[src/lgre_pkg.sv]
// ----------------------------------------------------------------------------
// lgre_pkg
// shared types and constants for the life generation row engine
// ----------------------------------------------------------------------------
package lgre_pkg;

	localparam int ROW_CELLS = 64;
	localparam int WIDTH_BITS = 7;
	localparam int QUEUE_DEPTH = 4;
	localparam int QPTR_BITS = $clog2(QUEUE_DEPTH);
	localparam int QCNT_BITS = $clog2(QUEUE_DEPTH + 1);

	localparam logic [3:0] BIRTH_COUNT = 4'd3;
	localparam logic [3:0] STAY_COUNT = 4'd2;

	// masked view of one column as its neighbors see it
	typedef struct packed {
		logic up;
		logic mid;
		logic dn;
	} lgre_col_t;

	typedef struct packed {
		logic [ROW_CELLS-1:0] next_row;
		logic                 frame_last;
	} lgre_res_t;

	function automatic logic lgre_rule(input logic alive, input logic [3:0] n);
		lgre_rule = (n == BIRTH_COUNT) || (alive && (n == STAY_COUNT));
	endfunction

endpackage

[src/lgre_cell.sv]
// ----------------------------------------------------------------------------
// lgre_cell
// one grid column: holds its bit of the two buffered rows and computes the
// next state of that column for the middle row and for a closing last row
// ----------------------------------------------------------------------------
module lgre_cell (
	input  logic               clk,
	input  logic               arst_n,
	input  logic               accept,
	input  logic               last_row,
	input  logic               have_mid,
	input  logic               mask,
	input  logic               row_bit,
	input  lgre_pkg::lgre_col_t left,
	input  lgre_pkg::lgre_col_t right,
	output lgre_pkg::lgre_col_t own,
	output logic               res_a,
	output logic               res_b
);
	import lgre_pkg::*;

	logic above_q;
	logic mid_q;
	logic [3:0] n_a;
	logic [3:0] n_b;
	logic lu_b;
	logic ru_b;
	logic u_b;

	assign own.up  = above_q & mask;
	assign own.mid = mid_q & mask;
	assign own.dn  = row_bit & mask;

	// rows above/middle/below for the first result
	assign n_a = 4'(left.up) + 4'(own.up) + 4'(right.up)
		+ 4'(left.mid) + 4'(right.mid)
		+ 4'(left.dn) + 4'(own.dn) + 4'(right.dn);

	// closing row: middle becomes above, new row is middle, dead row below
	assign lu_b = have_mid & left.mid;
	assign u_b  = have_mid & own.mid;
	assign ru_b = have_mid & right.mid;
	assign n_b  = 4'(lu_b) + 4'(u_b) + 4'(ru_b) + 4'(left.dn) + 4'(right.dn);

	assign res_a = mask & lgre_rule(own.mid, n_a);
	assign res_b = mask & lgre_rule(own.dn, n_b);

	always_ff @(posedge clk or negedge arst_n) begin
		if (!arst_n) begin
			above_q <= 1'b0;
			mid_q   <= 1'b0;
		end else if (accept) begin
			if (last_row) begin
				above_q <= 1'b0;
				mid_q   <= 1'b0;
			end else begin
				above_q <= have_mid & mid_q;
				mid_q   <= row_bit;
			end
		end
	end

endmodule

[src/lgre_outq.sv]
// ----------------------------------------------------------------------------
// lgre_outq
// result queue taking up to two requests per cycle and giving one per cycle while res_stall is low
// ----------------------------------------------------------------------------
module lgre_outq (
	input  logic                 clk,
	input  logic                 arst_n,
	input  logic [1:0]           push_n,
	input  lgre_pkg::lgre_res_t  push_a,
	input  lgre_pkg::lgre_res_t  push_b,
	output logic                 full,
	output logic                 res_valid,
	input  logic                 res_stall,
	output lgre_pkg::lgre_res_t  res
);
	import lgre_pkg::*;

	lgre_res_t mem_q [QUEUE_DEPTH];
	logic [QPTR_BITS-1:0] wr_ptr_q;
	logic [QPTR_BITS-1:0] rd_ptr_q;
	logic [QCNT_BITS-1:0] count_q;
	logic pop;

	assign res_valid = (count_q != '0);
	assign pop       = res_valid && !res_stall;
	assign res       = mem_q[rd_ptr_q];
	assign full      = (count_q > QCNT_BITS'(QUEUE_DEPTH - 2));

	always_ff @(posedge clk) begin
		if (push_n != 2'd0) begin
			mem_q[wr_ptr_q] <= push_a;
		end
		if (push_n == 2'd2) begin
			mem_q[wr_ptr_q + QPTR_BITS'(1)] <= push_b;
		end
	end

	always_ff @(posedge clk or negedge arst_n) begin
		if (!arst_n) begin
			wr_ptr_q <= '0;
			rd_ptr_q <= '0;
			count_q  <= '0;
		end else begin
			wr_ptr_q <= wr_ptr_q + QPTR_BITS'(push_n);
			if (pop) begin
				rd_ptr_q <= rd_ptr_q + QPTR_BITS'(1);
			end
			count_q <= count_q + QCNT_BITS'(push_n) - QCNT_BITS'(pop);
		end
	end

endmodule

[src/life_generation_row_engine.sv]
// ----------------------------------------------------------------------------
// life_generation_row_engine
// one b3/s23 generation over a bounded grid streamed one row per request
// ----------------------------------------------------------------------------
//  channel  handshake              payload
//  row      row_valid/row_stall    row_cells, last_row
//  res      res_valid/res_stall    next_row, frame_last
//  cfg      cfg_valid/cfg_ready    active_width
//
//  one row per cycle while row_stall is low; the column cells compute both
//  results in the accept cycle and the four-entry result queue shows them from the next cycle on
//  row_stall rises while fewer than two queue entries are free
//  reset clears the buffered rows, the pending-row flag and the queue, and
//  sets active_width to 64
// ----------------------------------------------------------------------------
module life_generation_row_engine (
	input  logic                              clk,
	input  logic                              arst_n,
	input  logic                              cfg_valid,
	output logic                              cfg_ready,
	input  logic [lgre_pkg::WIDTH_BITS-1:0]   active_width,
	input  logic                              row_valid,
	output logic                              row_stall,
	input  logic [lgre_pkg::ROW_CELLS-1:0]    row_cells,
	input  logic                              last_row,
	output logic                              res_valid,
	input  logic                              res_stall,
	output logic [lgre_pkg::ROW_CELLS-1:0]    next_row,
	output logic                              frame_last
);
	import lgre_pkg::*;

	logic [WIDTH_BITS-1:0] width_q;
	logic have_mid_q;
	logic accept;
	logic full;
	logic [ROW_CELLS-1:0] mask;
	logic [ROW_CELLS-1:0] res_a;
	logic [ROW_CELLS-1:0] res_b;
	lgre_col_t cols [ROW_CELLS];
	lgre_col_t lefts [ROW_CELLS];
	lgre_col_t rights [ROW_CELLS];
	logic [1:0] push_n;
	lgre_res_t push_a;
	lgre_res_t push_b;
	lgre_res_t res;

	assign cfg_ready = 1'b1;
	assign row_stall = full;
	assign accept    = row_valid && !full;

	always_ff @(posedge clk or negedge arst_n) begin
		if (!arst_n) begin
			width_q <= WIDTH_BITS'(ROW_CELLS);
		end else if (cfg_valid) begin
			width_q <= active_width;
		end
	end

	always_ff @(posedge clk or negedge arst_n) begin
		if (!arst_n) begin
			have_mid_q <= 1'b0;
		end else if (accept) begin
			have_mid_q <= !last_row;
		end
	end

	genvar j;
	generate
		for (j = 0; j < ROW_CELLS; j++) begin : g_col
			assign mask[j] = (WIDTH_BITS'(j) < width_q);

			if (j == 0) begin : g_l0
				assign lefts[j] = '0;
			end else begin : g_l
				assign lefts[j] = cols[j-1];
			end

			if (j == ROW_CELLS - 1) begin : g_rn
				assign rights[j] = '0;
			end else begin : g_r
				assign rights[j] = cols[j+1];
			end

			lgre_cell u_cell (
				.clk      (clk),
				.arst_n   (arst_n),
				.accept   (accept),
				.last_row (last_row),
				.have_mid (have_mid_q),
				.mask     (mask[j]),
				.row_bit  (row_cells[j]),
				.left     (lefts[j]),
				.right    (rights[j]),
				.own      (cols[j]),
				.res_a    (res_a[j]),
				.res_b    (res_b[j])
			);
		end
	endgenerate

	always_comb begin
		push_n = 2'd0;
		if (accept) begin
			push_n = 2'(have_mid_q) + 2'(last_row);
		end
		push_b.next_row   = res_b;
		push_b.frame_last = 1'b1;
		if (have_mid_q) begin
			push_a.next_row   = res_a;
			push_a.frame_last = 1'b0;
		end else begin
			push_a = push_b;
		end
	end

	lgre_outq u_outq (
		.clk       (clk),
		.arst_n    (arst_n),
		.push_n    (push_n),
		.push_a    (push_a),
		.push_b    (push_b),
		.full      (full),
		.res_valid (res_valid),
		.res_stall (res_stall),
		.res       (res)
	);

	assign next_row   = res.next_row;
	assign frame_last = res.frame_last;

endmodule

[config.mk]
export PLATFORM = sky130hd
export DESIGN_NAME = life_generation_row_engine
export DESIGN_NICKNAME = d
export VERILOG_FILES = /design/src/lgre_pkg.sv /design/src/lgre_cell.sv /design/src/lgre_outq.sv /design/src/life_generation_row_engine.sv
export SDC_FILE = /design/constraint.sdc
export NUM_CORES = 2
export LEC_CHECK = 0
export BUFFER_PORTS_ARGS = -buffer_cell sky130_fd_sc_hd__buf_4
export CAP_MARGIN = 5
export CORE_MARGIN = 2
export CORE_UTILIZATION = 64
export CTS_CLUSTER_DIAMETER = 30
export DETAILED_ROUTE_END_ITERATION = 8
export GPL_ROUTABILITY_DRIVEN = 0
export HOLD_SLACK_MARGIN = 0.12
export PLACE_DENSITY = 0.82
export SLEW_MARGIN = 15
export SYNTH_ARGS = -nofsm -noshare
export SYNTH_HDL_FRONTEND = slang
export SYNTH_SLANG_ARGS = --single-unit
export TNS_END_PERCENT = 50
[constraint.sdc]
create_clock -name clk -period 6.4 [get_ports clk]
set_clock_uncertainty 0.15 [all_clocks]
set_input_delay 1.28 -clock clk [delete_from_list [all_inputs] [get_ports clk]]
set_output_delay 1.28 -clock clk [all_outputs]
set_load 0.05 [all_outputs]
==> metrics list <==
* Setup TNS Final: 0 ns
- Average wire per cell in the routed design: 23.7 um
* Count of endpoints failing setup in the final report: 0
- The library cells used most frequently in the layout, excluding fill and tap cells, are 550 x sky130_fd_sc_hd__inv_1, 330 x sky130_fd_sc_hd__fa_1, 324 x sky130_fd_sc_hd__nand2_1.
- Power spread over the standard cell area amounts to 414 nW/um2.
* Syn Area/Cell: 10.3 um2
- Worst setup path category: flip-flop to flip-flop
* 1st-iter DRT viols: 3,312
- Actual transition at the worst max-transition pin: 1.27 ns
- Combinational power share: 49.6%
- Sequential cells account for 22.3% of the total power.
- The via count of the first global-routing pass came to 31,100.
- STA classifies the critical path endpoint as a flip-flop.
* Footprint of the multi-input gates: 22,700 um2
- Counting cells, the worst reg-to-reg path comes to 15.
* Share of post-route cells with drive strength above 1: 14.4%
- Pre-Repair DR Iteration Count: 8
* CTS Hold Bufs: 0
* Sink Count: 403
- Synthesis produced a netlist whose cell count is 3,564.
- The total overflow left after global routing is 0.
- Cell Area, Synth: 36,600 um2
- Vertical die dimension: 243 um
* Worst setup path start: width_q[5]$_DFFE_PN0P_
- Compared with the post-synthesis result, the final layout area differs by 13.9%.
- Clock network fraction of total power: 28.0%
* Area of the core: 56,500 um2
* Final hold vios: 0
- The number of pins with negative max-slew slack in the final report came to 0.
- The detailed router put a total of 38,800 um of wire on met1.
* DRC violation count after routing: 0
- Post-cts repair resize count: 0
* Number of H-tree levels: 3
- The tool flagged a number of max-cap violations equal to 0.
* Sequential share of the synthesized area: 31.0%
* Biggest fanout along the worst timing path: 23
- Max incr delay on CP: 0.95 ns
* Most common cell after layout, fill and taps aside: sky130_fd_sc_hd__inv_1
- Buffers placed on the I/O ports in this run total 143.
- Walking the worst path, the cells encountered are o21ai_2 > a22oi_2 > nand2_1 > xnor2_1 > fa_1 > xor2_1 > ha_1 > inv_1 > fa_1 > fa_1 > nor2_1 > a31oi_1 > a2111oi_0 > o21ai_0 > a21oi_1.
* Critical path destination: u_outq.mem_q[0][42]$_DFFE_PP_
* Met3 wire len: 12,900 um
* CP Data Arrival Time: 6.17 ns
- After detailed routing, the met2 layer carries 48,200 um of wire.
- Die outline width: 243 um
- Setup repair after global routing left no endpoint under its margin.
- Min Hold Slack: 0.293 ns
* First-pass GRT wire length: 170,000 um
- Cell occurring most often along the worst timing path: sky130_fd_sc_hd__fa_1
* Initial antenna violation count: 2
- Die area: 59,200 um2
* Worst R2R Start: width_q[5]$_DFFE_PN0P_
* Via count normalized by instance count: 6.50
* Number of enable flip-flop cells after synthesis: 256
- DP Area: 38,500 um2
* Part of the cycle the worst path needs: 91.1%
- Of all flip-flops after synthesis, the portion carrying an async set or reset was 35.5%.
- The setup check on the worst reg-to-reg path leaves a slack of 0.57 ns.
* Worst EP required: 6.74 ns
* Clock tree from TritonCTS: built
* Worst r2r dst: u_outq.mem_q[0][42]$_DFFE_PP_
* Sequential standard cell area: 11,400 um2
- Once layout is complete, the utilization of the core stands at 73.8%.
* Leakage power figure: 18.8 nW
* Post-layout min period: 5.83 ns
- Initial Utilization: 64.9%
- Detailed placement ended at an HPWL of 72,700 um.
- The flow ran to the end, and the final reports show no timing, DRC or antenna violations.
- Critical Path Source Type: flip-flop
* Clock transition at the registers of the reported paths: 0.05 ns
- Routed signal wires occupy layers up through met5.
* Clock latency at the later pin of the worst-skew pair: 0.65 ns
* Root cell of the clock tree: sky130_fd_sc_hd__clkbuf_16
* Crit path max-delay cell type: sky130_fd_sc_hd__dfrtp_1
- The floorplan has 87 rows.
- Overall Global Routing Usage: 37.1%
- Max clock buf depth: 3
- Number of nets produced by synthesis: 4,283
- Wirelength, routed: 108,000 um
* Post-DRT Antenna Nets: 0
- Finished layout cell area: 41,700 um2
- Number of synthesized register bits: 403
- Highest Clock Rate: 0.172 GHz
* Ys Warns: 0
- Largest net degree at the start of global routing: 72
* Net switching fraction of the power: 44.6%
- Before CTS, the worst setup slack after placement is 0.704 ns.
* Number of distinct library cell variants in the gate-level netlist after synthesis: 77
- Fillers: 3,683
- Ports placed on the boundary: 145
- Post-synth top flop: sky130_fd_sc_hd__edfxtp_1
- After clock tree synthesis, the setup repair step added 0 buffers.
* Total CTS buffers: 93
- Net Switching: 7.71 mW
- Rel. slew slack: 15.2%
- Layout Nets: 4,420
* Worst setup slack after layout: 0.571 ns
* Cell-internal power: 9.57 mW
* Number of vias after detailed routing: 29,500
* Hold crit path type: flip-flop to flip-flop
- The worst-case IR drop observed on VDD is 0.000384 V.
[Yosys cell counts, types with 18 or more instances]
| cell type | number | share of area (%) |
|---|---|---|
| sky130_fd_sc_hd__nor3_1 | 22 | 0.30 |
| sky130_fd_sc_hd__mux4_2 | 65 | 4.0 |
| sky130_fd_sc_hd__and3_1 | 51 | 0.87 |
| sky130_fd_sc_hd__inv_1 | 550 | 5.6 |
| sky130_fd_sc_hd__nor2_1 | 268 | 2.7 |
| sky130_fd_sc_hd__fa_1 | 330 | 18 |
| sky130_fd_sc_hd__a31oi_1 | 20 | 0.34 |
| sky130_fd_sc_hd__or2_2 | 46 | 0.79 |
| sky130_fd_sc_hd__nand2b_1 | 18 | 0.31 |
| sky130_fd_sc_hd__nor2b_1 | 52 | 0.89 |
| sky130_fd_sc_hd__dfrtp_1 | 142 | 9.7 |
| sky130_fd_sc_hd__nand2_1 | 329 | 3.4 |
| sky130_fd_sc_hd__xor2_1 | 48 | 1.1 |
| sky130_fd_sc_hd__a21oi_1 | 25 | 0.34 |
| sky130_fd_sc_hd__o2111ai_1 | 66 | 1.6 |
| sky130_fd_sc_hd__o22ai_1 | 183 | 3.1 |
| sky130_fd_sc_hd__o2bb2ai_1 | 21 | 0.50 |
| sky130_fd_sc_hd__clkbuf_1 | 96 | 0.98 |
| sky130_fd_sc_hd__o211ai_1 | 22 | 0.45 |
| sky130_fd_sc_hd__mux2_2 | 25 | 0.77 |
| sky130_fd_sc_hd__xnor2_1 | 55 | 1.3 |
| sky130_fd_sc_hd__or3_1 | 18 | 0.31 |
| sky130_fd_sc_hd__o21ai_0 | 79 | 1.1 |
| sky130_fd_sc_hd__ha_1 | 312 | 11 |
| sky130_fd_sc_hd__buf_2 | 24 | 0.33 |
| sky130_fd_sc_hd__o21bai_1 | 23 | 0.47 |
| sky130_fd_sc_hd__and2_1 | 46 | 0.79 |
| sky130_fd_sc_hd__nand3b_1 | 65 | 1.3 |
| sky130_fd_sc_hd__a22o_1 | 74 | 1.8 |
| sky130_fd_sc_hd__edfxtp_1 | 256 | 21 |
| sky130_fd_sc_hd__a211oi_1 | 36 | 0.74 |
[through the flow]
stage	instances	power [mW]
after CTS	4538	17.2
after global placement	4362	11.9
after global routing	4539	18.3
final	4540	17.3
after floorplan	3564	9.80
after detailed placement	4362	12.2
[power groups by stage]
stage	Sequential, mW	Combinational [mW]	Clock [mW]
6_report	3.86	8.58	4.84
5_1_grt	3.91	9.44	4.97
4_1_cts	3.84	8.49	4.84
3_5_place_dp	3.87	8.36	0
3_3_place_gp	3.85	8.04	0
2_1_floorplan	3.56	6.24	0
[worst max-delay path: cells and delay by family, from the launching register on]
kind	cells	cell delay, ns
flops	1	0.95
simple gates	2	0.38
fa+ha+maj	4	1.53
compound gates	6	2.16
buf+inv	1	0.04
xor+xnor	2	0.44
[how the worst min path moves through the flow]
| stage | from | to | slack (ns) | depth (start not counted) |
|---|---|---|---|---|
| 6_report | u_outq.mem_q[2][0]$_SDFFE_PP1P_ | u_outq.mem_q[2][0]$_SDFFE_PP1P_ | 0.29 | 2 |
| 5_1_grt | u_outq.mem_q[3][0]$_SDFFE_PP1P_ | u_outq.mem_q[3][0]$_SDFFE_PP1P_ | 0.31 | 2 |
| 4_1_cts | u_outq.mem_q[2][0]$_SDFFE_PP1P_ | u_outq.mem_q[2][0]$_SDFFE_PP1P_ | 0.29 | 2 |
| 3_5_place_dp | u_outq.mem_q[3][0]$_SDFFE_PP1P_ | u_outq.mem_q[3][0]$_SDFFE_PP1P_ | 0.28 | 2 |
| 3_3_place_gp | u_outq.mem_q[3][0]$_SDFFE_PP1P_ | u_outq.mem_q[3][0]$_SDFFE_PP1P_ | 0.28 | 2 |
| 2_1_floorplan | u_outq.mem_q[2][0]$_SDFFE_PP1P_ | u_outq.mem_q[2][0]$_SDFFE_PP1P_ | 0.27 | 2 |
[registers in the layout, summed over array words and instances (netlist names)]
name	cells
u_outq.mem_q	260
u_outq.wr_ptr_q	2
g_col.u_cell.mid_q	64
u_outq.rd_ptr_q	2
u_outq.count_q	3
width_q	7
have_mid_q	1
g_col.u_cell.above_q	64
[final cells by class]
class	instances	area share, %
Antenna cell	2	0.0120
Clock buffer	108	5.89
Clock inverter	68	1.78
Inverter	551	4.96
Multi-Input combinational cell	2465	54.5
Sequential cell	403	27.2
Tap cell	756	2.27
Timing Repair Buffer	187	3.40
[cell families (layout without fill, tap and decap cells)]
family | after synthesis | in the layout | share of synthesized area, %
buf+inv | 696 | 914 | 7.30
other cells | 1 | 3 | 0.0102
flops | 403 | 403 | 31.0
xor+xnor | 103 | 103 | 2.46
simple gates | 983 | 983 | 13.2
mux | 98 | 98 | 4.98
fa+ha+maj | 642 | 642 | 28.7
compound gates | 638 | 638 | 12.4
[per-layer routing]
metal	track usage, %	vias to the layer above
met2	57.9	1962
met1	46.8	14300
met4	23.3	2
li1	-	12700
met3	9.12	544
met5	0	-
Note: power is estimated with default switching activity, not from simulation.
